[src/qmf_pkg.sv]
// shared types, constants and coefficient functions of the qmf filter bank
`default_nettype none

package qmf_pkg;

	// field and arithmetic widths
	localparam int TAPS      = 20;
	localparam int LINE_LEN  = TAPS + 1;
	localparam int SAMPLE_W  = 16;
	localparam int COEF_W    = 16;
	localparam int PROD_W    = SAMPLE_W + COEF_W;
	localparam int ACC_W     = 40;
	localparam int SUM_W     = ACC_W + 1;
	localparam int TAP_W     = $clog2(LINE_LEN);
	localparam int PROTO_FRAC  = 23;
	localparam int PROTO_SHIFT = PROTO_FRAC + 1 - COEF_W;

	// prototype lowpass filter in q1.23
	localparam int PROTO_Q23 [TAPS] = '{
		1346771, 3486625, 3851979, 1247514, -1378159,
		-1044555, 692263, 744550, -426155, -510413,
		295119, 334637, -214875, -204738, 156034,
		113647, -109728, -62491, 108502, -41904
	};

	// sequencer states
	typedef enum logic [2:0] {
		ST_IDLE,
		ST_WALK,
		ST_DRAIN,
		ST_SUM,
		ST_ROUND
	} state_t;

	// control from the sequencer to the datapath
	typedef struct packed {
		logic             push;
		logic             walk;
		logic             clear;
		logic             sum;
		logic             load;
		logic [TAP_W-1:0] tap;
	} ctl_t;

	// prototype value rounded half up to coefficient width
	function automatic logic signed [COEF_W-1:0] proto_coef(input int idx);
		int v;
		v = PROTO_Q23[idx];
		return COEF_W'((v + (1 <<< (PROTO_SHIFT - 1))) >>> PROTO_SHIFT);
	endfunction

	// branch coefficient for tap k (k = 0 oldest entry)
	function automatic logic signed [COEF_W-1:0] tap_coef(input logic synth,
			input logic lower, input logic [TAP_W-1:0] k);
		logic [TAP_W-1:0]        rev;
		logic signed [COEF_W-1:0] c;
		rev = TAP_W'(TAPS - 1) - k;
		c = '0;
		if (k < TAP_W'(TAPS)) begin
			if (!synth) begin
				if (!lower) begin
					c = proto_coef(int'(rev));
				end else begin
					c = k[0] ? proto_coef(int'(k)) : -proto_coef(int'(k));
				end
			end else begin
				if (!lower) begin
					c = proto_coef(int'(k));
				end else begin
					c = k[0] ? -proto_coef(int'(rev)) : proto_coef(int'(rev));
				end
			end
		end
		return c;
	endfunction

endpackage

`default_nettype wire

[src/qmf_line.sv]
// one delay line: push of two samples, then a full rotation to walk the taps
`default_nettype none

module qmf_line (
	input  logic                                  clk,
	input  logic                                  arst_n,
	input  qmf_pkg::ctl_t                         ctl,
	input  logic signed [qmf_pkg::SAMPLE_W-1:0]   push_a,
	input  logic signed [qmf_pkg::SAMPLE_W-1:0]   push_b,
	output logic signed [qmf_pkg::SAMPLE_W-1:0]   head
);
	import qmf_pkg::*;

	// entry 0 is the sample shifted out by the last push, entries 1..TAPS the line
	logic signed [SAMPLE_W-1:0] line_q [LINE_LEN];

	// push two samples or rotate one entry per walk cycle
	always_ff @(posedge clk or negedge arst_n) begin
		if (!arst_n) begin
			for (int i = 0; i < LINE_LEN; i++) begin
				line_q[i] <= '0;
			end
		end else if (ctl.push) begin
			for (int i = 0; i < LINE_LEN - 2; i++) begin
				line_q[i] <= line_q[i + 2];
			end
			line_q[LINE_LEN - 2] <= push_a;
			line_q[LINE_LEN - 1] <= push_b;
		end else if (ctl.walk) begin
			for (int i = 0; i < LINE_LEN - 1; i++) begin
				line_q[i] <= line_q[i + 1];
			end
			line_q[LINE_LEN - 1] <= line_q[0];
		end
	end

	assign head = line_q[0];

endmodule

`default_nettype wire

[config.mk]
export PLATFORM = sky130hd
export DESIGN_NAME = qmf_line
export DESIGN_NICKNAME = d
export VERILOG_FILES = /design/src/qmf_pkg.sv /design/src/qmf_line.sv
export SDC_FILE = /design/constraint.sdc
export NUM_CORES = 1
export LEC_CHECK = 0
export ABC_AREA = 1
export BUFFER_PORTS_ARGS = -buffer_cell sky130_fd_sc_hd__buf_2
export CAP_MARGIN = 5
export CORE_MARGIN = 1.5
export CORE_UTILIZATION = 35
export CTS_CLUSTER_SIZE = 10
export DETAILED_ROUTE_END_ITERATION = 8
export MAX_ROUTING_LAYER = met4
export PLACE_DENSITY_LB_ADDON = 0.12
export SKIP_CTS_REPAIR_TIMING = 1
export SLEW_MARGIN = 30
export SYNTH_ARGS = -nofsm -noshare
export SYNTH_HDL_FRONTEND = slang
export SYNTH_SLANG_ARGS = --single-unit
[constraint.sdc]
create_clock -name clk -period 0.8 [get_ports clk]
set_input_delay 0.16 -clock clk [delete_from_list [all_inputs] [get_ports clk]]
set_output_delay 0.16 -clock clk [all_outputs]
set_load 0.01 [all_outputs]
==> summary.md <==
| Metric | Value |
|---|---|
| Status | finished with violations |
| Failing checks | negative setup slack |
| Synthesis-to-layout area growth | 20.9% |
| Crit Path Category | register to output pin |
| Fin crit share | 162% |
| Pwr Total | 48.4 mW |
| Setup TNS | -7.79 ns |
| Async set or reset register ratio after synthesis | 100% |
| Endpoints failing setup | 21 |
| Antenna violations before repair | 0 |
| Post-DR vias/cell | 4.63 |
| Drt wl/cell | approximately 14 µm |
| Post-route DRC | 0 |
| Post-Syn Nets | 2467 |
| Detailed Routing Iterations Pass 1 | 4 |
| Vias in the first global route | 14002 |
| Hold Crit Class | primary input to async pin |
| PwrDens | 2400 mW/mm² |
| Max-cap viol count | 0 |
| Synth area leader | dfrtp_1 |
| Total gr overflow | 0 |
| Worst Path Buf+Inv | 1 |
| Non-Filler Instances | approximately 3200 |
| Top cell type's share of synthesized area | 50.4% |
| Final ANT Viol Nets | 0 |
| Core Area | between 0.04 and 0.05 mm² |
| HPWL after DPL | 26.7 mm |
| Achievable Freq | 0.770 GHz |
| Starting Density | 35.7% |
| Clk sink count | 336 |
| CP delay by family, top | flip-flops |
| Ys Warns | 0 |
| Dpl cells | between 3000 and 4000 |
| Final GP Congestion | 0.765 |
| Final min period | 1.30 ns |
| Die area | a little under 0.05 mm² |
| Rows | 79 |
| Root buf cell | clkbuf_16 |
| Critical path's largest stage delay | 0.42 ns |
| Max IR drop VDD | 0.00158 V |
| CTS Buf Count | between 40 and 50 |
| Post-synthesis cell area | between 0.015 and 0.02 mm² |
| Port bufs | between 50 and 60 |
| Leading post-synthesis cells by cell area | dfrtp_1 50%, nand2_1 41%, buf_2 2.9%, nand3_1 2.5%, buf_4 2.3% |
| Worst setup margin | -0.499 ns |
| N_diodes | 0 |
| Clk_skew | 0.0182 ns |
| Total wire length | approximately 43 mm |
| Yosys cell types | 12 |
| Crit end category | output pin |
| Post-synthesis sequential area ratio | 50.4% |
| H-tree Lvls | 2 |
| Leakage power total | 11.5 nW |
| Fin. Hold Viols | 0 |
| Largest net degree at the start of global routing | 58 |
| CTS tree | done |
| Drt initial violations | 983 |
| Worst Path Arrival | 1.14 ns |
| CP Data Required Time | 0.64 ns |
| CP Max Fanout | 3 |
| RSZ-0062 raised after global routing | true |
| # IOs | 60 |
| Post-synth EDFFs | 0 |
| Syn avg cell area | 6.88 µm² |
| GRT Total Usage | a little under a fifth |
| Post-synth top cells | 1834 x nand2_1, 336 x dfrtp_1, 98 x buf_2 |
| Synth Register Bits | between 300 and 400 |
| Clock Path Buffers | 3 |
| Final Max Tran Viols | 0 |
| Startpoint Class | register |
| Synth Flop Type | dfrtp_1 |
| Rel. slew slack | 69.4% |
| DIE HEIGHT | 221 µm |
| Vias post-DR | 14577 |
| Layout cells sized above 1 | 10.9% |
| Pre-CTS setup slack | -0.389 ns |
| Measured slew at the worst slew-check pin | about 0.46 ns |
| Final net count | 2563 |
| First-pass GRT wire length | 72.0 mm |
| Worst skew pair latency | 0.56 ns |
| Top-count cell post-synth | nand2_1 |
| Gate Count Post-Synth | 2423 |
| Fillers | between 4000 and 5000 |
| Worst-path cell chain | buf_2 |
| End-of-flow core utilization | approximately 43% |
| Register clock-pin slew on the reported worst setup and hold paths | 0.05 ns |
| Slowest-stage cell, CP | dfrtp_1 |
| Die width | ~220 µm |
-- through the flow --
step | hold WS (ns) | area, µm²
5_1_grt | 0.0366 | 20200
2_1_floorplan | -0.136 | 17000
6_report | 0.0510 | 20200
3_3_place_gp | 0.0267 | 18200
4_1_cts | -0.563 | 19500
3_5_place_dp | 0.0227 | 18200
-- kinds of logic (layout without fill, tap and decap cells) --
logic type             count (synthesis)  in the layout  share of synthesized area (%)
flip-flops                           336            336                           50.4
AND/OR/NAND/NOR                     1920           1920                           43.9
buffers and inverters                167            288                           5.71
-- placed cells by master (no fill, tap or decap), drive strengths merged --
cell type,netlist,routed
nand3,84,84
dfrtp,336,336
nand2,1834,1834
nor2,2,2
buf,154,181
inv,5,6
clkbuf,8,67
dlygate4sd3,0,33
clkinv,0,1
-- worst paths after layout --
kind	slack [ns]	end	from	cells past startpoint
worst max-delay path	-0.50	head[9]	head[9]	1
worst min-delay path	0.05	line_q[163]	arst_n	2
worst max register to register	-0.02	line_q[1]	head[1]	3
worst min register to register	0.48	line_q[309]	line_q[309]	2
max in group asynchronous	0.15	line_q[55]	arst_n	4
min in group clk	0.09	line_q[1]	ctl[8]	4
-- registers in the layout, indices dropped and copies added (netlist names) --
| signal | count |
|---|---|
| head | 16 |
| line_q | 320 |
-- layout make-up --
| class | count | area, µm² | area share [%] |
|---|---|---|---|
| Sequential cell | 336 | 8410 | 41.7 |
| Multi-Input combinational cell | 1920 | 7450 | 36.9 |
| Timing Repair Buffer | 214 | 2260 | 11.2 |
| Clock buffer | 67 | 1240 | 6.13 |
| Tap cell | 607 | 759 | 3.77 |
| Inverter | 5 | 33.8 | 0.168 |
| Clock inverter | 2 | 13.8 | 0.0683 |
-- per-layer routing --
metal,track usage (%),part of all wire [%],vias up
li1,-,-,7459
met1,24.4,48,6876
met2,28.5,47,183
met3,2.71,3.3,59
met4,4.65,1.8,0
met5,-,0,-
-- power breakdown --
part | internal [mW] | total (mW) | switching (mW)
clock | 10.5 | 17.6 | 7.17
sequential | 20.0 | 22.4 | 2.43
combinational | 3.57 | 8.40 | 4.83
total | 34.0 | 48.4 | 14.4
-- worst reg2reg max path: cells and delay by family, from the launching register on --
family,cells,cell delay [ns]
flops,1,0.43
buf+inv,1,0.15
simple gates,2,0.15
Note: power is estimated with default switching activity, not from simulation.
