<file path="src/qmf_pkg.sv">
// shared types, constants and coefficient functions of the qmf filter bank
`default_nettype none

package qmf_pkg;

	// field and arithmetic widths
	localparam int TAPS      = 20;
	localparam int LINE_LEN  = TAPS + 1;
	localparam int SAMPLE_W  = 16;
	localparam int COEF_W    = 16;
	localparam int PROD_W    = SAMPLE_W + COEF_W;
	localparam int ACC_W     = 40;
	localparam int SUM_W     = ACC_W + 1;
	localparam int TAP_W     = $clog2(LINE_LEN);
	localparam int PROTO_FRAC  = 23;
	localparam int PROTO_SHIFT = PROTO_FRAC + 1 - COEF_W;

	// prototype lowpass filter in q1.23
	localparam int PROTO_Q23 [TAPS] = '{
		1346771, 3486625, 3851979, 1247514, -1378159,
		-1044555, 692263, 744550, -426155, -510413,
		295119, 334637, -214875, -204738, 156034,
		113647, -109728, -62491, 108502, -41904
	};

	// sequencer states
	typedef enum logic [2:0] {
		ST_IDLE,
		ST_WALK,
		ST_DRAIN,
		ST_SUM,
		ST_ROUND
	} state_t;

	// control from the sequencer to the datapath
	typedef struct packed {
		logic             push;
		logic             walk;
		logic             clear;
		logic             sum;
		logic             load;
		logic [TAP_W-1:0] tap;
	} ctl_t;

	// prototype value rounded half up to coefficient width
	function automatic logic signed [COEF_W-1:0] proto_coef(input int idx);
		int v;
		v = PROTO_Q23[idx];
		return COEF_W'((v + (1 <<< (PROTO_SHIFT - 1))) >>> PROTO_SHIFT);
	endfunction

	// branch coefficient for tap k (k = 0 oldest entry)
	function automatic logic signed [COEF_W-1:0] tap_coef(input logic synth,
			input logic lower, input logic [TAP_W-1:0] k);
		logic [TAP_W-1:0]        rev;
		logic signed [COEF_W-1:0] c;
		rev = TAP_W'(TAPS - 1) - k;
		c = '0;
		if (k < TAP_W'(TAPS)) begin
			if (!synth) begin
				if (!lower) begin
					c = proto_coef(int'(rev));
				end else begin
					c = k[0] ? proto_coef(int'(k)) : -proto_coef(int'(k));
				end
			end else begin
				if (!lower) begin
					c = proto_coef(int'(k));
				end else begin
					c = k[0] ? -proto_coef(int'(rev)) : proto_coef(int'(rev));
				end
			end
		end
		return c;
	endfunction

endpackage

`default_nettype wire

</file>
<file path="src/qmf_mac.sv">
// two multiply-accumulate lanes over one delay line, one tap per cycle
`default_nettype none

module qmf_mac (
	input  logic                                  clk,
	input  logic                                  arst_n,
	input  qmf_pkg::ctl_t                         ctl,
	input  logic                                  synth,
	input  logic                                  lower,
	input  logic signed [qmf_pkg::SAMPLE_W-1:0]   head,
	output logic signed [qmf_pkg::ACC_W-1:0]      acc_early,
	output logic signed [qmf_pkg::ACC_W-1:0]      acc_late
);
	import qmf_pkg::*;

	logic signed [COEF_W-1:0] coef_early;
	logic signed [COEF_W-1:0] coef_late;
	logic signed [PROD_W-1:0] prod_early_s1;
	logic signed [PROD_W-1:0] prod_late_s1;
	logic                     valid_s1;
	logic signed [ACC_W-1:0]  acc_early_q;
	logic signed [ACC_W-1:0]  acc_late_q;

	// early lane sees the line before the last push, late lane the line after
	always_comb begin
		coef_early = tap_coef(synth, lower, ctl.tap);
		coef_late  = '0;
		if (ctl.tap != '0) begin
			coef_late = tap_coef(synth, lower, ctl.tap - TAP_W'(1));
		end
	end

	// product stage
	always_ff @(posedge clk or negedge arst_n) begin
		if (!arst_n) begin
			valid_s1 <= 1'b0;
		end else begin
			valid_s1 <= ctl.walk;
		end
	end

	always_ff @(posedge clk) begin
		prod_early_s1 <= coef_early * head;
		prod_late_s1  <= coef_late * head;
	end

	// accumulate stage
	always_ff @(posedge clk) begin
		if (ctl.clear) begin
			acc_early_q <= '0;
			acc_late_q  <= '0;
		end else if (valid_s1) begin
			acc_early_q <= acc_early_q + {{(ACC_W-PROD_W){prod_early_s1[PROD_W-1]}},
				prod_early_s1};
			acc_late_q  <= acc_late_q + {{(ACC_W-PROD_W){prod_late_s1[PROD_W-1]}},
				prod_late_s1};
		end
	end

	assign acc_early = acc_early_q;
	assign acc_late  = acc_late_q;

endmodule

`default_nettype wire

</file>
<file path="config.mk">
export PLATFORM = sky130hd
export DESIGN_NAME = qmf_mac
export DESIGN_NICKNAME = d
export VERILOG_FILES = /design/src/qmf_pkg.sv /design/src/qmf_mac.sv
export SDC_FILE = /design/constraint.sdc
export NUM_CORES = 2
export LEC_CHECK = 0
export BUFFER_PORTS_ARGS = -buffer_cell sky130_fd_sc_hd__buf_2
export CORE_MARGIN = 2
export CORE_UTILIZATION = 50
export CTS_BUF_LIST = sky130_fd_sc_hd__clkbuf_8
export DETAILED_ROUTE_END_ITERATION = 8
export PLACE_DENSITY = 0.69
export REMOVE_ABC_BUFFERS = 1
export SYNTH_ARGS = -nofsm -noshare
export SYNTH_HDL_FRONTEND = slang
export SYNTH_SLANG_ARGS = --single-unit
export TNS_END_PERCENT = 10
</file>
<file path="constraint.sdc">
create_clock -name clk -period 9.1 [get_ports clk]
set_clock_uncertainty 0.05 [all_clocks]
set_input_delay 1.82 -clock clk [delete_from_list [all_inputs] [get_ports clk]]
set_output_delay 1.82 -clock clk [all_outputs]
set_load 0.02 [all_outputs]
</file>
==> summary by stage <==
Clock tree
Clock tree synthesis inserted a total of 17 buffers. The source-to-sink clock delay at the later pin of the worst-skew pair is 0.50 ns. The clock passes through at most 2 buffers. The H-tree was split into 4 levels. The TritonCTS clock tree is built. After clock tree synthesis, the clock-pin slew on the worst setup and hold paths is 0.09 ns. The number of hold buffers added after CTS was 0. The number of sinks handled by clock tree synthesis is 145. The clock tree root buffer cell is clkbuf_8.

Placement
The wire-length estimate of the detail-placed layout is 75800 um. The final weighted congestion in routability-driven placement is 0.940. The standard cell area after detailed placement is 39800 sq um.

During placement, the flow inserted port buffers numbering 106.

Yosys
Summing the areas of all compound-gate instances in the mapped netlist gives 14.3% of the synthesized area. In this run, distinct cell masters in the synthesized netlist total 105. In the post-synthesis netlist, the biggest area contributors are fa_1 (31%), ha_1 (10%), dfxtp_1 (8.5%). The area share of fa/ha/maj cells after synthesis is 41.2%. Sorting the synthesized cells by how often they occur yields inv_1 (647), fa_1 (526), nand2_1 (326).

The mux share of post-synthesis cell area is 2.50%. The gate count of the mapped netlist is 4012. After synthesis the netlist holds a flip-flop and latch count of 145. The biggest area contributor in the post-synthesis netlist is fa_1. The fraction of synthesis flops using an asynchronous set or reset pin is 0.690%. The predominant post-synthesis flop cell is dfxtp_1.

The mapped netlist covers 33800 sq um. By area, the combinational part of the netlist is dominated by adder cells. The cell with the most instances after synthesis is inv_1. Dividing the synthesized area by the synthesized cell count gives 8.41 sq um.

Summing the areas of all and, or, nand and nor instances in the mapped netlist gives 17.9% of the synthesized area. The portion of synthesized cell area occupied by the leading cell type is 31.2%. Sequential elements use 8.61% of the synthesized area. For this run, the number of Yosys warnings is 0. The synthesized netlist devotes 5.73% of its cell area to XOR and XNOR gates. The synthesized design contains 0 enable-type register cells.

Critical path
In this run the critical register-to-register path is launched from acc_late[0]$_SDFFE_PP0P_. The internal reg-to-reg setup slack is 5.02 ns. On the worst path, the slowest cell contributes a delay of 0.55 ns. The data arrival time at the worst-slack endpoint is 11.01 ns.

The worst setup path startpoint is ctl[1]. The slowest stage of the critical path is the fa_1 cell. The worst setup path is captured at a flip-flop. The worst setup path is launched from an input pin. The most numerous cell type found on the critical path is fa_1. The largest fanout on the critical path is 5. The critical path in this run is classified as in -> reg. The required time at the worst-slack endpoint is 9.44 ns.

Run status
The final reports fail on setup timing. The flow ran to the end, but the final reports show violations.

Cells and area
Cells with a size suffix above 1 make up 23.3% of the layout. For this run, the post-layout net count is 5464. The repair_antennas step left the layout with diodes totalling 0. For this run, the share of the core covered by cells in the final layout is 61.9%.

The area of all placed cells without fillers is 41500 sq um. The area growth from synthesis to layout is 23.0%.

STA
For the pin with the worst max-slew slack, the measured transition is 0.950 ns. The final cycle utilization of the critical path is 117%. The number of endpoints with negative hold slack in the final report is 0.

The number of max-slew violations in the final report was 0. Static timing analysis puts the maximum clock frequency at 93.8 MHz. Setup violations remaining at the end of the flow were counted as 44. In the post-route analysis, the smallest setup slack over all paths is -1.57 ns. Setup repair after global routing could not meet its margin everywhere. The worst relative slew slack is 36.7%. The routed design could run at a clock period as short as 10.67 ns.

Floorplanning
The number of placement rows is 95. The floorplan step defined a core boundary enclosing 67000 sq um. For this design the top-level I/O count stands at 110. The starting density of the core is 50.3%.

The die covers 69600 sq um. The die is 264 um tall. From left edge to right edge, the die measures 264 um.

GRT
The largest net degree at the start of global routing is 72. The total global routing track utilization is 26.9%. The total grt overflow is 0. The wire length of the first global-routing pass is 154000 um. The via count of the first global-routing pass is 30800. The initial antenna violation count was 1.

Route
The average detailed-routed wire length per instance is 16.9 um. The first detailed-routing pass took 6 iterations. After detailed routing, the met2 layer carries 44700 um of wire. For this run, design rule violations remaining after detail routing come to 0. The post-route antenna net violation count is 0. Wires add up to 93200 um. The wire length on met3 is 5000 um. The overall via count from detail_route is 30000. In the final routing, the length of wire on met1 measures 41400 um.

Dividing the detail-routed via count by the number of cells gives 5.42. The number of design-rule violations left by the first detailed-router iteration is 2085. The highest layer touched by signal routing is met5.

Job
The tool flagged a number of max-cap violations equal to 0.

Min path
The kind of path behind the tightest hold check is reg -> reg. The start point of the worst hold path is acc_late[4]$_SDFFE_PP0P_.
[final cells by class]
| cell class | count | area, sq um |
|---|---|---|
| multi-input combinational | 3009 | 28500 |
| fill | 5750 | 25500 |
| timing repair buffer | 811 | 6120 |
| sequential | 145 | 2910 |
| inverter | 654 | 2480 |
| tap | 873 | 1090 |
| clock buffer | 19 | 262 |
| clock inverter | 13 | 113 |
[metrics by stage]
| step | instances | TNS, ns | hold slack [ns] | worst slack, ns |
|---|---|---|---|---|
| floorplan | 3808 | -119.39 | 0.499 | -3.94 |
| global placement | 5459 | -85.13 | 0.416 | -2.54 |
| detailed placement | 5459 | -90.90 | 0.421 | -2.77 |
| CTS | 5505 | -37.78 | 0.432 | -1.52 |
| global route | 5524 | -58.39 | 0.469 | -1.91 |
| finish | 5524 | -43.54 | 0.428 | -1.57 |
[logic make-up after synthesis]
| logic type | after synthesis |
|---|---|
| buf+inv | 858 |
| simple gates | 1206 |
| mux | 76 |
| fa+ha+maj | 796 |
| flops | 145 |
| xor+xnor | 211 |
| compound gates | 720 |
[repair_timing]
action                                  CTS  global route
endpoints found under the hold margin     0             0
gates cloned                              1             0
gates resized for setup                 138            84
pin swaps                                76            81
setup buffers                            13            20
endpoints found under the setup margin   48            47
[path summary, 6_finish.rpt]
check,to,depth (start not counted)
max,prod_late_s1[28]$_DFF_P_,44
min,acc_late[4]$_SDFFE_PP0P_,2
max reg2reg,acc_late[38]$_SDFFE_PP0P_,14
min reg2reg,acc_late[4]$_SDFFE_PP0P_,2
max in group asynchronous,valid_s1$_DFF_PN0_,1
min in group asynchronous,valid_s1$_DFF_PN0_,1
[cells in the final DEF, fill, tap and decap left out, types with 55 or more instances in the layout]
cell     Yosys  final
buf_4        6    679
nor2_1     262    257
a21o_1      61     61
ha_1       270    248
and3_1      62     57
dfxtp_1    144    144
nor2b_1     57     55
nand2_1    326    325
mux2i_1     63     62
a21oi_1    200    177
fa_1       526    517
and2_1     195    192
nand3_1     94     91
buf_2       20    103
o21ai_0    126    113
xnor2_1    149    144
inv_1      647    639
[registers in the layout, indices dropped and copies added, names as in the netlist]
signal / flops
prod_late_s1: 32
valid_s1: 1
acc_early: 40
acc_late: 40
prod_early_s1: 32
[worst max-delay path: cells and delay by family]
family | cells | cell delay, ns
buffers and inverters | 11 | 0.81
AOI/OAI and AO/OA | 14 | 2.72
and+or+nand+nor | 8 | 1.61
adders and majority gates | 9 | 3.78
xor gates and xnor gates | 2 | 0.27
[layer usage]
layer	global-route usage, %	up-vias
li1	-	14300
met1	36.7	14600
met2	45.8	886
met3	2.68	148
met4	7.36	2
met5	0	-
Power is not shown: default switching activity piles up to over one toggle a cycle in this logic, so the estimate is an artifact.
