[config.mk]
export PLATFORM = sky130hd
export DESIGN_NAME = qmf_round
export DESIGN_NICKNAME = d
export VERILOG_FILES = /design/src/qmf_pkg.sv /design/src/qmf_round.sv
export SDC_FILE = /design/constraint.sdc
export NUM_CORES = 1
export LEC_CHECK = 0
export BUFFER_PORTS_ARGS = -buffer_cell sky130_fd_sc_hd__buf_2
export CAP_MARGIN = 25
export CORE_MARGIN = 3
export CORE_UTILIZATION = 41
export CTS_CLUSTER_DIAMETER = 100
export DETAILED_ROUTE_END_ITERATION = 12
export PLACE_DENSITY = 0.74
export SYNTH_ARGS = -nofsm -noshare
export SYNTH_HDL_FRONTEND = slang
export SYNTH_SLANG_ARGS = --single-unit
export TNS_END_PERCENT = 30
[constraint.sdc]
create_clock -name clk -period 3 [get_ports clk]
set_input_delay 0 -clock clk [delete_from_list [all_inputs] [get_ports clk]]
set_output_delay 0 -clock clk [all_outputs]
set_load 0.02 [all_outputs]
[src/qmf_pkg.sv]
// shared types, constants and coefficient functions of the qmf filter bank
`default_nettype none

package qmf_pkg;

	// field and arithmetic widths
	localparam int TAPS      = 20;
	localparam int LINE_LEN  = TAPS + 1;
	localparam int SAMPLE_W  = 16;
	localparam int COEF_W    = 16;
	localparam int PROD_W    = SAMPLE_W + COEF_W;
	localparam int ACC_W     = 40;
	localparam int SUM_W     = ACC_W + 1;
	localparam int TAP_W     = $clog2(LINE_LEN);
	localparam int PROTO_FRAC  = 23;
	localparam int PROTO_SHIFT = PROTO_FRAC + 1 - COEF_W;

	// prototype lowpass filter in q1.23
	localparam int PROTO_Q23 [TAPS] = '{
		1346771, 3486625, 3851979, 1247514, -1378159,
		-1044555, 692263, 744550, -426155, -510413,
		295119, 334637, -214875, -204738, 156034,
		113647, -109728, -62491, 108502, -41904
	};

	// sequencer states
	typedef enum logic [2:0] {
		ST_IDLE,
		ST_WALK,
		ST_DRAIN,
		ST_SUM,
		ST_ROUND
	} state_t;

	// control from the sequencer to the datapath
	typedef struct packed {
		logic             push;
		logic             walk;
		logic             clear;
		logic             sum;
		logic             load;
		logic [TAP_W-1:0] tap;
	} ctl_t;

	// prototype value rounded half up to coefficient width
	function automatic logic signed [COEF_W-1:0] proto_coef(input int idx);
		int v;
		v = PROTO_Q23[idx];
		return COEF_W'((v + (1 <<< (PROTO_SHIFT - 1))) >>> PROTO_SHIFT);
	endfunction

	// branch coefficient for tap k (k = 0 oldest entry)
	function automatic logic signed [COEF_W-1:0] tap_coef(input logic synth,
			input logic lower, input logic [TAP_W-1:0] k);
		logic [TAP_W-1:0]        rev;
		logic signed [COEF_W-1:0] c;
		rev = TAP_W'(TAPS - 1) - k;
		c = '0;
		if (k < TAP_W'(TAPS)) begin
			if (!synth) begin
				if (!lower) begin
					c = proto_coef(int'(rev));
				end else begin
					c = k[0] ? proto_coef(int'(k)) : -proto_coef(int'(k));
				end
			end else begin
				if (!lower) begin
					c = proto_coef(int'(k));
				end else begin
					c = k[0] ? -proto_coef(int'(rev)) : proto_coef(int'(rev));
				end
			end
		end
		return c;
	endfunction

endpackage

`default_nettype wire

[src/qmf_round.sv]
// branch sums, rounding, saturation and the output register
`default_nettype none

module qmf_round (
	input  logic                                clk,
	input  logic                                arst_n,
	input  qmf_pkg::ctl_t                       ctl,
	input  logic                                synth,
	input  logic signed [qmf_pkg::ACC_W-1:0]    acc_u_early,
	input  logic signed [qmf_pkg::ACC_W-1:0]    acc_u_late,
	input  logic signed [qmf_pkg::ACC_W-1:0]    acc_l_early,
	input  logic signed [qmf_pkg::ACC_W-1:0]    acc_l_late,
	input  logic                                m_tready,
	output logic                                m_tvalid,
	output logic [2*qmf_pkg::SAMPLE_W-1:0]      m_tdata,
	output logic                                room
);
	import qmf_pkg::*;

	localparam int R_W = SUM_W + 1;
	localparam logic signed [R_W-1:0] SAT_HI = R_W'((2 ** (SAMPLE_W - 1)) - 1);
	localparam logic signed [R_W-1:0] SAT_LO = -SAT_HI - R_W'(1);

	logic signed [SUM_W-1:0]    sum_first_q;
	logic signed [SUM_W-1:0]    sum_second_q;
	logic signed [SAMPLE_W-1:0] sat_first;
	logic signed [SAMPLE_W-1:0] sat_second;
	logic                       m_tvalid_q;
	logic [2*SAMPLE_W-1:0]      m_tdata_q;

	// round half up by the mode's shift, then clamp to the sample range
	function automatic logic signed [SAMPLE_W-1:0] round_sat(input logic signed [SUM_W-1:0] v,
			input logic syn);
		logic signed [R_W-1:0] r;
		logic signed [R_W-1:0] q;
		if (syn) begin
			r = R_W'(v) + (R_W'(1) <<< (COEF_W - 3));
			q = r >>> (COEF_W - 2);
		end else begin
			r = R_W'(v) + (R_W'(1) <<< (COEF_W - 2));
			q = r >>> (COEF_W - 1);
		end
		if (q > SAT_HI) begin
			q = SAT_HI;
		end else if (q < SAT_LO) begin
			q = SAT_LO;
		end
		return q[SAMPLE_W-1:0];
	endfunction

	// branch sums: synthesis adds both lines, analysis takes each line alone
	always_ff @(posedge clk) begin
		if (ctl.sum) begin
			if (synth) begin
				sum_first_q  <= SUM_W'(acc_u_early) + SUM_W'(acc_l_early);
				sum_second_q <= SUM_W'(acc_u_late) + SUM_W'(acc_l_late);
			end else begin
				sum_first_q  <= SUM_W'(acc_u_late);
				sum_second_q <= SUM_W'(acc_l_late);
			end
		end
	end

	assign sat_first  = round_sat(sum_first_q, synth);
	assign sat_second = round_sat(sum_second_q, synth);

	// output register, held until the transfer completes
	always_ff @(posedge clk or negedge arst_n) begin
		if (!arst_n) begin
			m_tvalid_q <= 1'b0;
		end else if (ctl.load) begin
			m_tvalid_q <= 1'b1;
		end else if (m_tready) begin
			m_tvalid_q <= 1'b0;
		end
	end

	always_ff @(posedge clk) begin
		if (ctl.load) begin
			m_tdata_q <= {sat_second, sat_first};
		end
	end

	assign room     = !m_tvalid_q || m_tready;
	assign m_tvalid = m_tvalid_q;
	assign m_tdata  = m_tdata_q;

endmodule

`default_nettype wire

==> results.cfg <==
[die]
placement_rows = 55
initial_utilization_pct = 42.43
die_area_mm2 = 0.02574
die_height_um = 160.5
fp.coreArea_mm2 = 0.02305
die_width_um = 160.5
io-pin-count = 208

[setup_path]
critical-path-max-stage-delay_ps = 580
timing.critical_path.from_type = flop
crit_arrival_ps = 3180
timing.setup.critical_path_class = reg -> reg
crit_fanout = 9
worst-endpoint-required_ps = 3190
critPathCaptureType = flop
timing.critical_path.mode_cell = sky130_fd_sc_hd__buf_4
cp_cell_sequence = buf_4 -> nand4_1 -> nor3_1 -> buf_4 -> buf_4 -> nand3_1 -> xor2_1 -> mux2i_1 -> nand4_1 -> or4_4 -> nand2b_1 -> o21ai_0
worst_path_max_delay_cell = sky130_fd_sc_hd__or4_4

[route]
detail_route.drc_violations = 0
postRouteAntennaNets = 0
routed-via-count = 9963
wl_per_cell_um = 17.55
dr.pass1.iters = 5
finalWirelength_um = 30110
dr.first_iter.drc_count = 902
routed_via_density = 5.806

[global_routing]
grt_pass1_vias = 9473
grt_overflow = 0
antenna_violations_before_repair = 2
grt_max_degree = 124
grtUsageTotal_pct = 22.37
grt_first_pass_wirelength_um = 47520

[synth]
synth_cell_type_count = 82
netlist_instances = 1115
post-synth-top-area-fraction_pct = 27.02
compound_gate_fraction_of_synth_area_pct = 23.21
postSynthRegisterBits = 89
postSynth.asyncResetShare_pct = 1.124
post_synthesis_average_cell_area_um2 = 8.772
synth_sequential_area_ratio_pct = 27.27
synth.area.mux_share_pct = 5.514
synth_simple_gate_area_share_pct = 20.63
synthesis.nets = 1371
synth-edff-count = 88
combinational_family_with_the_most_area_after_synthesis = compound AO/OA/AOI/OAI gates
most_frequently_used_cell_type_in_the_post_synthesis_netlist = sky130_fd_sc_hd__nand2_1
synth_top_cells_by_area = sky130_fd_sc_hd__edfxtp_1 27%, sky130_fd_sc_hd__ha_1 10%, sky130_fd_sc_hd__xnor2_1 5.5%
synthTopCellsByCount = 100 x sky130_fd_sc_hd__nand2_1, 88 x sky130_fd_sc_hd__edfxtp_1, 82 x sky130_fd_sc_hd__ha_1, 69 x sky130_fd_sc_hd__nor2_1, 66 x sky130_fd_sc_hd__a21o_1
yosysWarningCount = 0
synth.cell_area_mm2 = 0.009781
synthXorXnorAreaFrac_pct = 9.403
synth_area_leader_cell = sky130_fd_sc_hd__edfxtp_1
ys_dominant_reg_cell = sky130_fd_sc_hd__edfxtp_1
adder_and_majority_gate_portion_of_the_synthesized_area_pct = 10.49

[cells_and_area]
multiInputGateArea_mm2 = 0.006829
diodes_inserted = 0
post_route_cells_drive_above_1_share_pct = 28.37
net_count_final = 1654
area_growth_syn_to_layout_pct = 26.38
count_of_fill_cells_added_during_filler_insertion = 2096
area_used_by_sequential_logic_in_the_layout_mm2 = 0.002668

[placement]
numPortBuffers = 199
place.gp.congestion = 0.9146
place_hpwl_um = 23260

[clock_network]
num_clock_sinks = 89
root_buffer = sky130_fd_sc_hd__clkbuf_16
clock_tree_from_tritoncts = done
clk_pin_slew_ps = 80
cts_made_buffers = 9
htreeDepth = 3
clock_latency_ps = 360
cts.path.max_buffers = 2

[power_and_ir_drop]
power_density_mw_per_mm2 = 388.2
p_total_w = 0.004798
power.static_leakage_nw = 5.274
irDropWorstVdd_v = 0.0002789

[sta]
timing_worst_slew_pin_value_ps = 799.4
relSlewSlack_pct = 46.71
grt_setup_unrepaired = yes
final_setup_tns_ps = 0
final_count_of_negative_setup_slack_endpoints = 0
final_max_slew_viol_count = 0
timing.final.hold_violations = 0
finalCritPeriodShare_pct = 99.71
timing.clock.skew_ps = 9.846
final_critical_period_ps = 2991
timing.fmax_ghz = 0.3343

[run]
maxCapViolCount = 0

[run_status]
outcome = completed

[worst_hold_path]
min-delay-path-class = in -> reg
flip-flops by register name, indices dropped and copies added (netlist names):
| register | cells |
|---|---|
| m_tdata | 32 |
| sum_first_q | 28 |
| m_tvalid | 1 |
| sum_second_q | 28 |
per-stage QoR:
stage | cells | util [%] | area [um^2] | hold slack (ps) | setup slack (ps)
floorplan | 1115 | - | 9781 | -295.6 | 9.020
global route | 1716 | 53.62 | 12360 | 11.23 | -164.1
detailed placement | 1658 | 50.35 | 11610 | -222.9 | -56.94
finish | 1716 | 53.62 | 12360 | 6.385 | 8.597
global placement | 1658 | 50.35 | 11610 | -225.8 | -30.39
CTS | 1704 | 52.95 | 12210 | 1.134 | 5.254
layout make-up:
cell class | instances | area share (%)
Clock buffer | 9 | 1.822
Clock inverter | 7 | 0.5871
Inverter | 19 | 0.5770
Multi-Input combinational cell | 950 | 55.25
Sequential cell | 89 | 21.58
Tap cell | 313 | 3.168
Timing Repair Buffer | 329 | 17.02
per-layer routing:
| layer | track usage [%] | routed length, um |
|---|---|---|
| met1 | 30.06 | 13200 |
| met2 | 35.72 | 13520 |
| met3 | 4.591 | 2573 |
| met4 | 7.929 | 800 |
| met5 | 0 | 23 |
final timing paths:
check	endpoint	depth (start not counted)	slack [ps]	startpoint
setup / recovery	m_tdata[10]$_SDFFCE_PN1P_	12	9	sum_first_q[22]$_DFFE_PP_
setup reg to reg	m_tdata[10]$_SDFFCE_PN1P_	12	9	sum_first_q[22]$_DFFE_PP_
hold reg to reg	m_tvalid$_DFFE_PN0P_	2	550	m_tvalid$_DFFE_PN0P_
min in group asynchronous	m_tvalid$_DFFE_PN0P_	3	480	arst_n
hold / removal	sum_first_q[23]$_DFFE_PP_	3	6	acc_u_late[23]
max in group asynchronous	m_tvalid$_DFFE_PN0P_	3	2410	arst_n
logic make-up after synthesis:
kind of cell | Yosys count
adders and majority gates | 82
xor gates and xnor gates | 105
buffers and inverters | 77
DFF | 89
muxes | 49
AOI/OAI and AO/OA | 331
and+or+nand+nor | 382
cells in the final DEF (no fill, tap or decap), drive strengths merged, types with 9 or more instances in the layout:
| cell | n |
|---|---|
| o31ai | 10 |
| nor4 | 12 |
| and2 | 9 |
| and4 | 10 |
| nor3 | 23 |
| nand3 | 45 |
| mux2 | 39 |
| buf | 300 |
| xor2 | 44 |
| o21ai | 67 |
| a211oi | 15 |
| nand4 | 44 |
| a31oi | 13 |
| clkbuf | 10 |
| nand2 | 101 |
| nor2 | 69 |
| o211ai | 10 |
| inv | 24 |
| edfxtp | 88 |
| xnor2 | 61 |
| dlygate4sd3 | 28 |
| a21o | 66 |
| nand2b | 13 |
| ha | 82 |
| nor2b | 17 |
| mux2i | 10 |
| o22ai | 9 |
| a21oi | 65 |
| and3 | 13 |
worst max-delay path, delay by kind of cell, from the launching register on:
kind | cells | cell delay, ps
and+or+nand+nor | 6 | 1450
xor gates and xnor gates | 1 | 170
DFF | 1 | 380
AOI/OAI and AO/OA | 1 | 90
buffers and inverters | 3 | 520
muxes | 1 | 230
where the power goes:
group	total, W	internal, W	switching (W)
combinational	0.00194	0.000901	0.00104
sequential	0.00169	0.00156	0.000131
clock	0.00116	0.000591	0.000573
total	0.00480	0.00306	0.00174
timing repair:
action | 4_1_cts | 5_1_grt
hold buffers | 28 | 0
pin swaps | 2 | 15
gates resized for setup | 2 | 17
setup buffers | 2 | 10
setup endpoints to repair | 11 | 30
hold endpoints to repair | 27 | 0
gates cloned | 0 | 2
No activity file was read; power rests on OpenSTA's default activity.
