<file path="src/qmf_pkg.sv">
// shared types, constants and coefficient functions of the qmf filter bank
`default_nettype none

package qmf_pkg;

	// field and arithmetic widths
	localparam int TAPS      = 20;
	localparam int LINE_LEN  = TAPS + 1;
	localparam int SAMPLE_W  = 16;
	localparam int COEF_W    = 16;
	localparam int PROD_W    = SAMPLE_W + COEF_W;
	localparam int ACC_W     = 40;
	localparam int SUM_W     = ACC_W + 1;
	localparam int TAP_W     = $clog2(LINE_LEN);
	localparam int PROTO_FRAC  = 23;
	localparam int PROTO_SHIFT = PROTO_FRAC + 1 - COEF_W;

	// prototype lowpass filter in q1.23
	localparam int PROTO_Q23 [TAPS] = '{
		1346771, 3486625, 3851979, 1247514, -1378159,
		-1044555, 692263, 744550, -426155, -510413,
		295119, 334637, -214875, -204738, 156034,
		113647, -109728, -62491, 108502, -41904
	};

	// sequencer states
	typedef enum logic [2:0] {
		ST_IDLE,
		ST_WALK,
		ST_DRAIN,
		ST_SUM,
		ST_ROUND
	} state_t;

	// control from the sequencer to the datapath
	typedef struct packed {
		logic             push;
		logic             walk;
		logic             clear;
		logic             sum;
		logic             load;
		logic [TAP_W-1:0] tap;
	} ctl_t;

	// prototype value rounded half up to coefficient width
	function automatic logic signed [COEF_W-1:0] proto_coef(input int idx);
		int v;
		v = PROTO_Q23[idx];
		return COEF_W'((v + (1 <<< (PROTO_SHIFT - 1))) >>> PROTO_SHIFT);
	endfunction

	// branch coefficient for tap k (k = 0 oldest entry)
	function automatic logic signed [COEF_W-1:0] tap_coef(input logic synth,
			input logic lower, input logic [TAP_W-1:0] k);
		logic [TAP_W-1:0]        rev;
		logic signed [COEF_W-1:0] c;
		rev = TAP_W'(TAPS - 1) - k;
		c = '0;
		if (k < TAP_W'(TAPS)) begin
			if (!synth) begin
				if (!lower) begin
					c = proto_coef(int'(rev));
				end else begin
					c = k[0] ? proto_coef(int'(k)) : -proto_coef(int'(k));
				end
			end else begin
				if (!lower) begin
					c = proto_coef(int'(k));
				end else begin
					c = k[0] ? -proto_coef(int'(rev)) : proto_coef(int'(rev));
				end
			end
		end
		return c;
	endfunction

endpackage

`default_nettype wire

</file>
<file path="src/qmf_ctrl.sv">
// sequencer: accept, tap walk, pipeline drain, sum and output load
`default_nettype none

module qmf_ctrl (
	input  logic          clk,
	input  logic          arst_n,
	input  logic          s_tvalid,
	input  logic          room,
	output logic          s_tready,
	output qmf_pkg::ctl_t ctl
);
	import qmf_pkg::*;

	state_t           state_q;
	state_t           state_d;
	logic [TAP_W-1:0] tap_q;

	// next state
	always_comb begin
		state_d = state_q;
		case (state_q)
			ST_IDLE: begin
				if (s_tvalid) begin
					state_d = ST_WALK;
				end
			end
			ST_WALK: begin
				if (tap_q == TAP_W'(LINE_LEN - 1)) begin
					state_d = ST_DRAIN;
				end
			end
			ST_DRAIN: state_d = ST_SUM;
			ST_SUM:   state_d = ST_ROUND;
			ST_ROUND: begin
				if (room) begin
					state_d = ST_IDLE;
				end
			end
			default:  state_d = ST_IDLE;
		endcase
	end

	// outputs
	always_comb begin
		s_tready  = 1'b0;
		ctl       = '0;
		ctl.tap   = tap_q;
		case (state_q)
			ST_IDLE: begin
				s_tready  = 1'b1;
				ctl.push  = s_tvalid;
				ctl.clear = s_tvalid;
			end
			ST_WALK:  ctl.walk = 1'b1;
			ST_DRAIN: ctl.walk = 1'b0;
			ST_SUM:   ctl.sum  = 1'b1;
			ST_ROUND: ctl.load = room;
			default:  s_tready = 1'b0;
		endcase
	end

	// state and tap counter
	always_ff @(posedge clk or negedge arst_n) begin
		if (!arst_n) begin
			state_q <= ST_IDLE;
			tap_q   <= '0;
		end else begin
			state_q <= state_d;
			if (state_q == ST_WALK) begin
				tap_q <= tap_q + TAP_W'(1);
			end else begin
				tap_q <= '0;
			end
		end
	end

endmodule

`default_nettype wire

</file>
<file path="config.mk">
export PLATFORM = sky130hd
export DESIGN_NAME = qmf_ctrl
export DESIGN_NICKNAME = d
export VERILOG_FILES = /design/src/qmf_pkg.sv /design/src/qmf_ctrl.sv
export SDC_FILE = /design/constraint.sdc
export NUM_CORES = 1
export LEC_CHECK = 0
export BUFFER_PORTS_ARGS = -buffer_cell sky130_fd_sc_hd__buf_2
export CORE_AREA = 2 2 39 41
export CTS_BUF_LIST = sky130_fd_sc_hd__clkbuf_2
export CTS_CLUSTER_DIAMETER = 80
export DETAILED_ROUTE_END_ITERATION = 7
export DIE_AREA = 0 0 41 43
export PLACE_DENSITY = 0.55
export SLEW_MARGIN = 20
export SYNTH_ARGS = -nofsm -noshare
export SYNTH_HDL_FRONTEND = slang
export SYNTH_SLANG_ARGS = --single-unit
</file>
<file path="constraint.sdc">
create_clock -name clk -period 2.88 [get_ports clk]
set_input_delay 0.288 -clock clk [delete_from_list [all_inputs] [get_ports clk]]
set_output_delay 0.288 -clock clk [all_outputs]
set_load 0.05 [all_outputs]
</file>
==> results of run 1 <==
## final cells by class
| cell class | count | area [um^2] |
|---|---|---|
| multi-input combinational | 27 | 208 |
| fill | 143 | 845 |
| sequential | 8 | 200 |
| timing repair buffer | 15 | 80.1 |
| tap | 16 | 20.0 |
| inverter | 4 | 16.3 |
| clock buffer | 3 | 15.0 |
## cells by family after synthesis
group / Yosys count / share of synthesized area
compound gates: 3 / 0.0514
xor+xnor: 1 / 0.0189
simple gates: 19 / 0.276
flops: 8 / 0.432
fa+ha+maj: 2 / 0.0540
buf+inv: 9 / 0.119
mux: 2 / 0.0486
## critical path, delay by kind of cell, from the launching register on
kind	cells	cell delay (ns)
simple gates	1	0.46
flops	1	0.47
buf+inv	2	0.32
## worst paths after layout
kind,end,slack [ns],start
setup reg to reg,tap_q[4],1.69,tap_q[0]
min in group asynchronous,tap_q[4],0.40,arst_n
hold / removal,state_q[2],0.35,room
hold reg to reg,tap_q[0],0.52,tap_q[0]
setup / recovery,ctl[8],1.09,state_q[1]
max in group asynchronous,state_q[0],2.31,arst_n
## routing by layer
layer | global-route usage | vias to the layer above | wire length (um) | share of wire
li1 | - | 177 | - | -
met1 | 0.129 | 160 | 401 | 0.48
met2 | 0.150 | 16 | 332 | 0.40
met3 | 0.0471 | 5 | 66 | 0.079
met4 | 0.100 | 0 | 34 | 0.041
met5 | 0 | - | 0 | 0
## registers in the layout, summed over array words and instances, names as in the netlist
signal   count
tap_q        5
state_q      3
## timing repair
action / 4_1_cts / 5_1_grt
endpoints found under the hold margin: 8 / 0
buffers inserted: 0 / 0
hold buffers: 1 / 0
## placed cells by master (no fill, tap or decap)
master	instances
sky130_fd_sc_hd__buf_2	14
sky130_fd_sc_hd__dfrtp_1	8
sky130_fd_sc_hd__nor2_1	4
sky130_fd_sc_hd__inv_1	3
sky130_fd_sc_hd__clkbuf_2	3
sky130_fd_sc_hd__nor4b_1	2
sky130_fd_sc_hd__nor4bb_1	2
sky130_fd_sc_hd__nand3_1	2
sky130_fd_sc_hd__mux2_2	2
sky130_fd_sc_hd__and2_1	2
sky130_fd_sc_hd__ha_1	2
sky130_fd_sc_hd__or3b_4	1
sky130_fd_sc_hd__clkinv_2	1
sky130_fd_sc_hd__nor3_1	1
sky130_fd_sc_hd__xnor2_1	1
sky130_fd_sc_hd__and3b_1	1
sky130_fd_sc_hd__and3_1	1
sky130_fd_sc_hd__nand2b_1	1
sky130_fd_sc_hd__nand4b_1	1
sky130_fd_sc_hd__o22ai_1	1
sky130_fd_sc_hd__or2_2	1
sky130_fd_sc_hd__a22o_1	1
sky130_fd_sc_hd__a31o_2	1
sky130_fd_sc_hd__dlygate4sd3_1	1
## through the flow
stage | util | instance area [um^2] | cells | worst slack [ns]
after floorplan | - | 463 | 44 | 0.104
after global placement | 0.372 | 514 | 69 | 1.38
after detailed placement | 0.372 | 514 | 69 | 1.36
after CTS | 0.390 | 539 | 73 | 1.07
after global routing | 0.390 | 539 | 73 | 1.03
final | 0.390 | 539 | 73 | 1.09
==> PnR_summary.wiki, run 1 <==
{| class="wikitable"
! Metric !! Value
|-
| Outcome || finished clean
|-
| Hold depth || 3
|-
| Post-DR vias/cell || a little under 5
|-
| Kind of launch point of the worst setup path || register
|-
| Placeable core region || roughly 0.0014 mm^2
|-
| Slowest CP cell || sky130_fd_sc_hd__dfrtp_1
|-
| Clock transition at the registers of the reported paths || around 0.08 ns
|-
| Clock tree from TritonCTS || built
|-
| Synth Net Count || 50
|-
| Setup violation total in the final timing report || 0
|-
| Worst Path Arrival || 1.50 ns
|-
| Final slew viol count || 0
|-
| Max-cap viol count || 0
|-
| Post-Synthesis Cells || 44
|-
| RePlAce Congestion || 0.724
|-
| Skew-Pair Late Insertion Delay || 0.25 ns
|-
| Critical Path, Cell by Cell || or3b_4, clkinv_2, buf_2
|-
| Total Nets Final || 65
|-
| WL final || 835 um
|-
| Async SR Flop Fraction || 1.00
|-
| Pin slew with the least headroom to its limit || 0.294 ns
|-
| Area growth from synthesis to layout || 16.5%
|-
| Layout cells sized above 1 || 0.404
|-
| Number of remaining DRC errors || 0
|-
| Clock Skews || between 0.0015 and 0.002 ns
|-
| Crit share post-route || 0.622
|-
| H-tree level count || 1
|-
| FP Rows || 14
|-
| Number of optimization iterations in the first detailed-route pass || 1
|-
| Accumulated negative setup slack || 0 ns
|-
| Total congestion overflow || 0
|-
| Worst path required time || 2.59 ns
|-
| Bufs on Longest Clock Path || 2
|-
| Top area cells in the synthesized netlist || sky130_fd_sc_hd__dfrtp_1 43%, sky130_fd_sc_hd__ha_1 5.4%, sky130_fd_sc_hd__buf_4 4.9%, sky130_fd_sc_hd__mux2_2 4.9%, sky130_fd_sc_hd__nor4bb_1 4.3%
|-
| Die Outline Area || about 0.0018 mm^2
|-
| Longest individual stage delay on the worst path || between 0.4 and 0.5 ns
|-
| Worst-case hold slack || approximately 0.35 ns
|-
| Number of endpoints with negative hold slack in the final report || 0
|-
| Starting Density || 0.335
|-
| Biggest fanout along the worst timing path || 10
|-
| Cell type with the highest aggregate area in the netlist || sky130_fd_sc_hd__dfrtp_1
|-
| Type of the worst min-delay path || input pin to register
|-
| Unique masters post-synth || 24
|-
| Most instantiated library cell after synthesis || sky130_fd_sc_hd__dfrtp_1
|-
| Width of the chip || 41 um
|-
| Routed length per placed instance || 11.4 um
|-
| CP Capture Type || output port
|-
| Inserted Clock Buffers || 3
|-
| Setup repair after global routing missed its margin || false
|-
| Sequential-to-total area share from yosys stat || 0.432
|-
| Die boundary height || 43 um
|-
| # IOs || 15
|-
| Synthesized cell area || around 460 um^2
|-
| Average cell area after synthesis || 10.5 um^2
|-
| PortBufs || 14
|-
| Global Route Usage Sum || 0.112
|-
| Maximum clock frequency || about 0.56 GHz
|-
| Most used DFF post-synth || sky130_fd_sc_hd__dfrtp_1
|-
| Max-Slew Margin vs Limit || 0.804
|-
| Half-perimeter wire length of the detailed placement result || 596 um
|-
| Number of routed nets with antenna violations || 0
|-
| Largest net degree at the start of global routing || 12
|-
| Worst R2R Path Depth || 3
|-
| Total via count after detailed routing || about 360
|-
| Number of global-route vias before repair || 301
|-
| Yosys warning total || 0
|-
| Post-cts repair resize count || 0
|-
| Number of violations reported at the end of detailed-routing iteration 0 || 0
|-
| Min Clock Period, post-route || 1.79 ns
|-
| Global-route wire length before repair || about 1200 um
|-
| Proportion of netlist area held by the largest area contributor || 0.432
|-
| Number of sinks driven by the clock tree || 8
|-
| Count of flip-flops with a built-in enable after synthesis || 0
|-
| Final antenna diode count || 0
|-
| Critical path class || register to output port
|-
| Post-synthesis register bit count || 8
|-
| Most numerous cell types in the synthesized netlist || 8 x sky130_fd_sc_hd__dfrtp_1, 4 x sky130_fd_sc_hd__nor2_1, 3 x sky130_fd_sc_hd__buf_4, 3 x sky130_fd_sc_hd__inv_1
|-
| Number of antenna violations at the first check in global routing || 0
|-
| Root Driver || sky130_fd_sc_hd__clkbuf_2
|}
Power of run 1 is left out: the tool's default activity adds up to more than one toggle a clock period on the data nets, which glitch-free logic cannot reach.
==> run 2, diff against run 1 <==
==> constraint.sdc (replaced) <==
create_clock -name clk -period 1.75 [get_ports clk]
set_input_delay 0.175 -clock clk [delete_from_list [all_inputs] [get_ports clk]]
set_output_delay 0.175 -clock clk [all_outputs]
set_load 0.05 [all_outputs]
==> run 2 against run 1 <==
Net effect:
- clock-buffer cell count stayed put
- critical endpoint unchanged
- via count is 1.4% lower
- final area is 4.2% higher
- worst setup slack worse by 1.0 ns
- core utilization is 1.6 points higher
- global-route usage is 1.3 points higher
- flip-flop and latch count stayed put
==> PnR_summary.wiki, run 2 (synthesis gave the netlist of run 1 again) <==
{| class="wikitable"
! Metric !! Value
|-
| Half-perimeter wire length of the detailed placement result || 642 um
|-
| Maximum clock frequency || 0.595 GHz
|-
| Width of the chip || 41 um
|-
| Biggest register || tap_q
|-
| Final antenna diode count || 0
|-
| WL final || around 830 um
|-
| Biggest fanout along the worst timing path || 10
|-
| Largest register FFs || 5
|-
| Critical path class || register to output port
|-
| Clock transition at the registers of the reported paths || 0.07 ns
|-
| PortBufs || 14
|-
| Number of antenna violations at the first check in global routing || 0
|-
| Number of remaining DRC errors || 0
|-
| Placeable core region || roughly 0.0014 mm^2
|-
| CP Capture Type || output port
|-
| Slowest CP cell || sky130_fd_sc_hd__dfrtp_1
|-
| Number of sinks driven by the clock tree || 8
|-
| Clock tree from TritonCTS || built
|-
| RePlAce Congestion || 0.697
|-
| Die boundary height || 43 um
|-
| # IOs || 15
|-
| Layout cells sized above 1 || 0.466
|-
| Min Clock Period, post-route || 1.68 ns
|-
| Worst path buffer plus inverter count || 2
|-
| Area growth from synthesis to layout || 21.4%
|-
| Global Route Usage Sum || 0.125
|-
| Number of optimization iterations in the first detailed-route pass || 2
|-
| Crit share post-route || 0.961
|-
| Outcome || finished clean
|-
| Max-Slew Margin vs Limit || 0.820
|-
| DR WL met2 || 370 um
|-
| Final slew viol count || 0
|-
| Largest net degree at the start of global routing || 11
|-
| Cell area after layout || 562 um^2
|-
| Clock Skews || about 0.0037 ns
|-
| Number of global-route vias before repair || 325
|-
| Leading cell types in the layout, fill and taps excluded || 14 x sky130_fd_sc_hd__buf_2, 7 x sky130_fd_sc_hd__dfrtp_1, 4 x sky130_fd_sc_hd__nor2_1
|-
| Inserted Clock Buffers || 3
|-
| H-tree level count || 1
|-
| Routed length per placed instance || 11.3 um
|-
| Skew-Pair Late Insertion Delay || ~0.24 ns
|-
| Critical Path, Cell by Cell || or3b_4, clkinv_2, buf_2
|-
| Bufs on Longest Clock Path || 2
|-
| Wl on met1 || roughly 370 um
|-
| Most common library cell in the layout ignoring fill and taps || sky130_fd_sc_hd__buf_2
|-
| Setup repair after global routing missed its margin || false
|-
| Biggest registers after layout || tap_q (5), state_q (3)
|-
| Number of routed nets with antenna violations || 0
|-
| Total Nets Final || 66
|-
| FP Rows || 14
|-
| Root Driver || sky130_fd_sc_hd__clkbuf_2
|-
| Highest Signal Layer || met4
|-
| Worst-case hold slack || 0.246 ns
|-
| Total via count after detailed routing || 353
|-
| Max-cap viol count || 0
|-
| Worst path required time || roughly 1.6 ns
|-
| Post-DR vias/cell || 4.77
|-
| Global-route wire length before repair || 1410 um
|-
| Number of violations reported at the end of detailed-routing iteration 0 || 5
|-
| Total congestion overflow || 0
|-
| Count of fill cells added during filler insertion || ~140
|-
| Type of the worst min-delay path || input pin to register
|-
| Setup bufs post-CTS || 0
|-
| Total length of routed met3 wires || about 54 um
|-
| Accumulated negative setup slack || 0 ns
|-
| Kind of launch point of the worst setup path || register
|-
| Worst Path Arrival || around 1.5 ns
|-
| Longest individual stage delay on the worst path || 0.51 ns
|-
| Placement-stage cell area || 536 um^2
|-
| Die Outline Area || 0.00176 mm^2
|-
| Gate family responsible for the most delay along the worst path || flip-flops
|-
| Pin slew with the least headroom to its limit || 0.266 ns
|-
| Number of endpoints with negative hold slack in the final report || 0
|-
| Setup violation total in the final timing report || 0
|-
| Starting Density || 0.335
|}
[run 2: cell count changes in the layout (fill, tap and decap cells not counted), sizes merged]
cell,change
buf,+1
[run 2: metrics by stage]
step	cells	util	setup slack, ns
2_1_floorplan	44	-	0.0241
3_3_place_gp	70	0.387	0.341
3_5_place_dp	70	0.387	0.316
4_1_cts	74	0.405	0.0503
5_1_grt	74	0.406	0.0173
6_report	74	0.406	0.0681
[run 2: worst paths after layout]
kind                            start    endpoint  slack (ns)  cells after the start
setup reg to reg             tap_q[0]    tap_q[4]        0.54                      3
hold reg to reg              tap_q[0]    tap_q[0]        0.53                      1
setup / recovery           state_q[0]      ctl[8]        0.07                      3
min in group asynchronous      arst_n    tap_q[3]        0.29                      2
max in group asynchronous      arst_n  state_q[1]        1.28                      2
hold / removal                   room  state_q[2]        0.25                      3
[run 2: area by class of cell]
| type | instances | area, um^2 | share of cell area |
|---|---|---|---|
| tap | 16 | 20.0 | 0.0356 |
| clock buffer | 3 | 15.0 | 0.0267 |
| multi-input combinational | 27 | 221 | 0.394 |
| inverter | 4 | 16.3 | 0.0290 |
| timing repair buffer | 16 | 87.6 | 0.156 |
| sequential | 8 | 201 | 0.359 |
[run 2: metal layers]
metal,vias up,global-route usage
met1,156,0.161
met5,-,0
met4,0,0.100
li1,180,-
met3,4,0.0314
met2,13,0.169
[run 2: repair_timing]
action                     CTS  global route
hold buffers                 1             0
setup endpoints to repair    0             1
hold endpoints to repair     8             0
resized for setup            0             1
[run 2: worst min-delay path, delay by kind of cell]
family          cells  cell delay (ns)
compound gates      1             0.13
buf+inv             2             0.14
Power of run 2 is left out for the same reason.
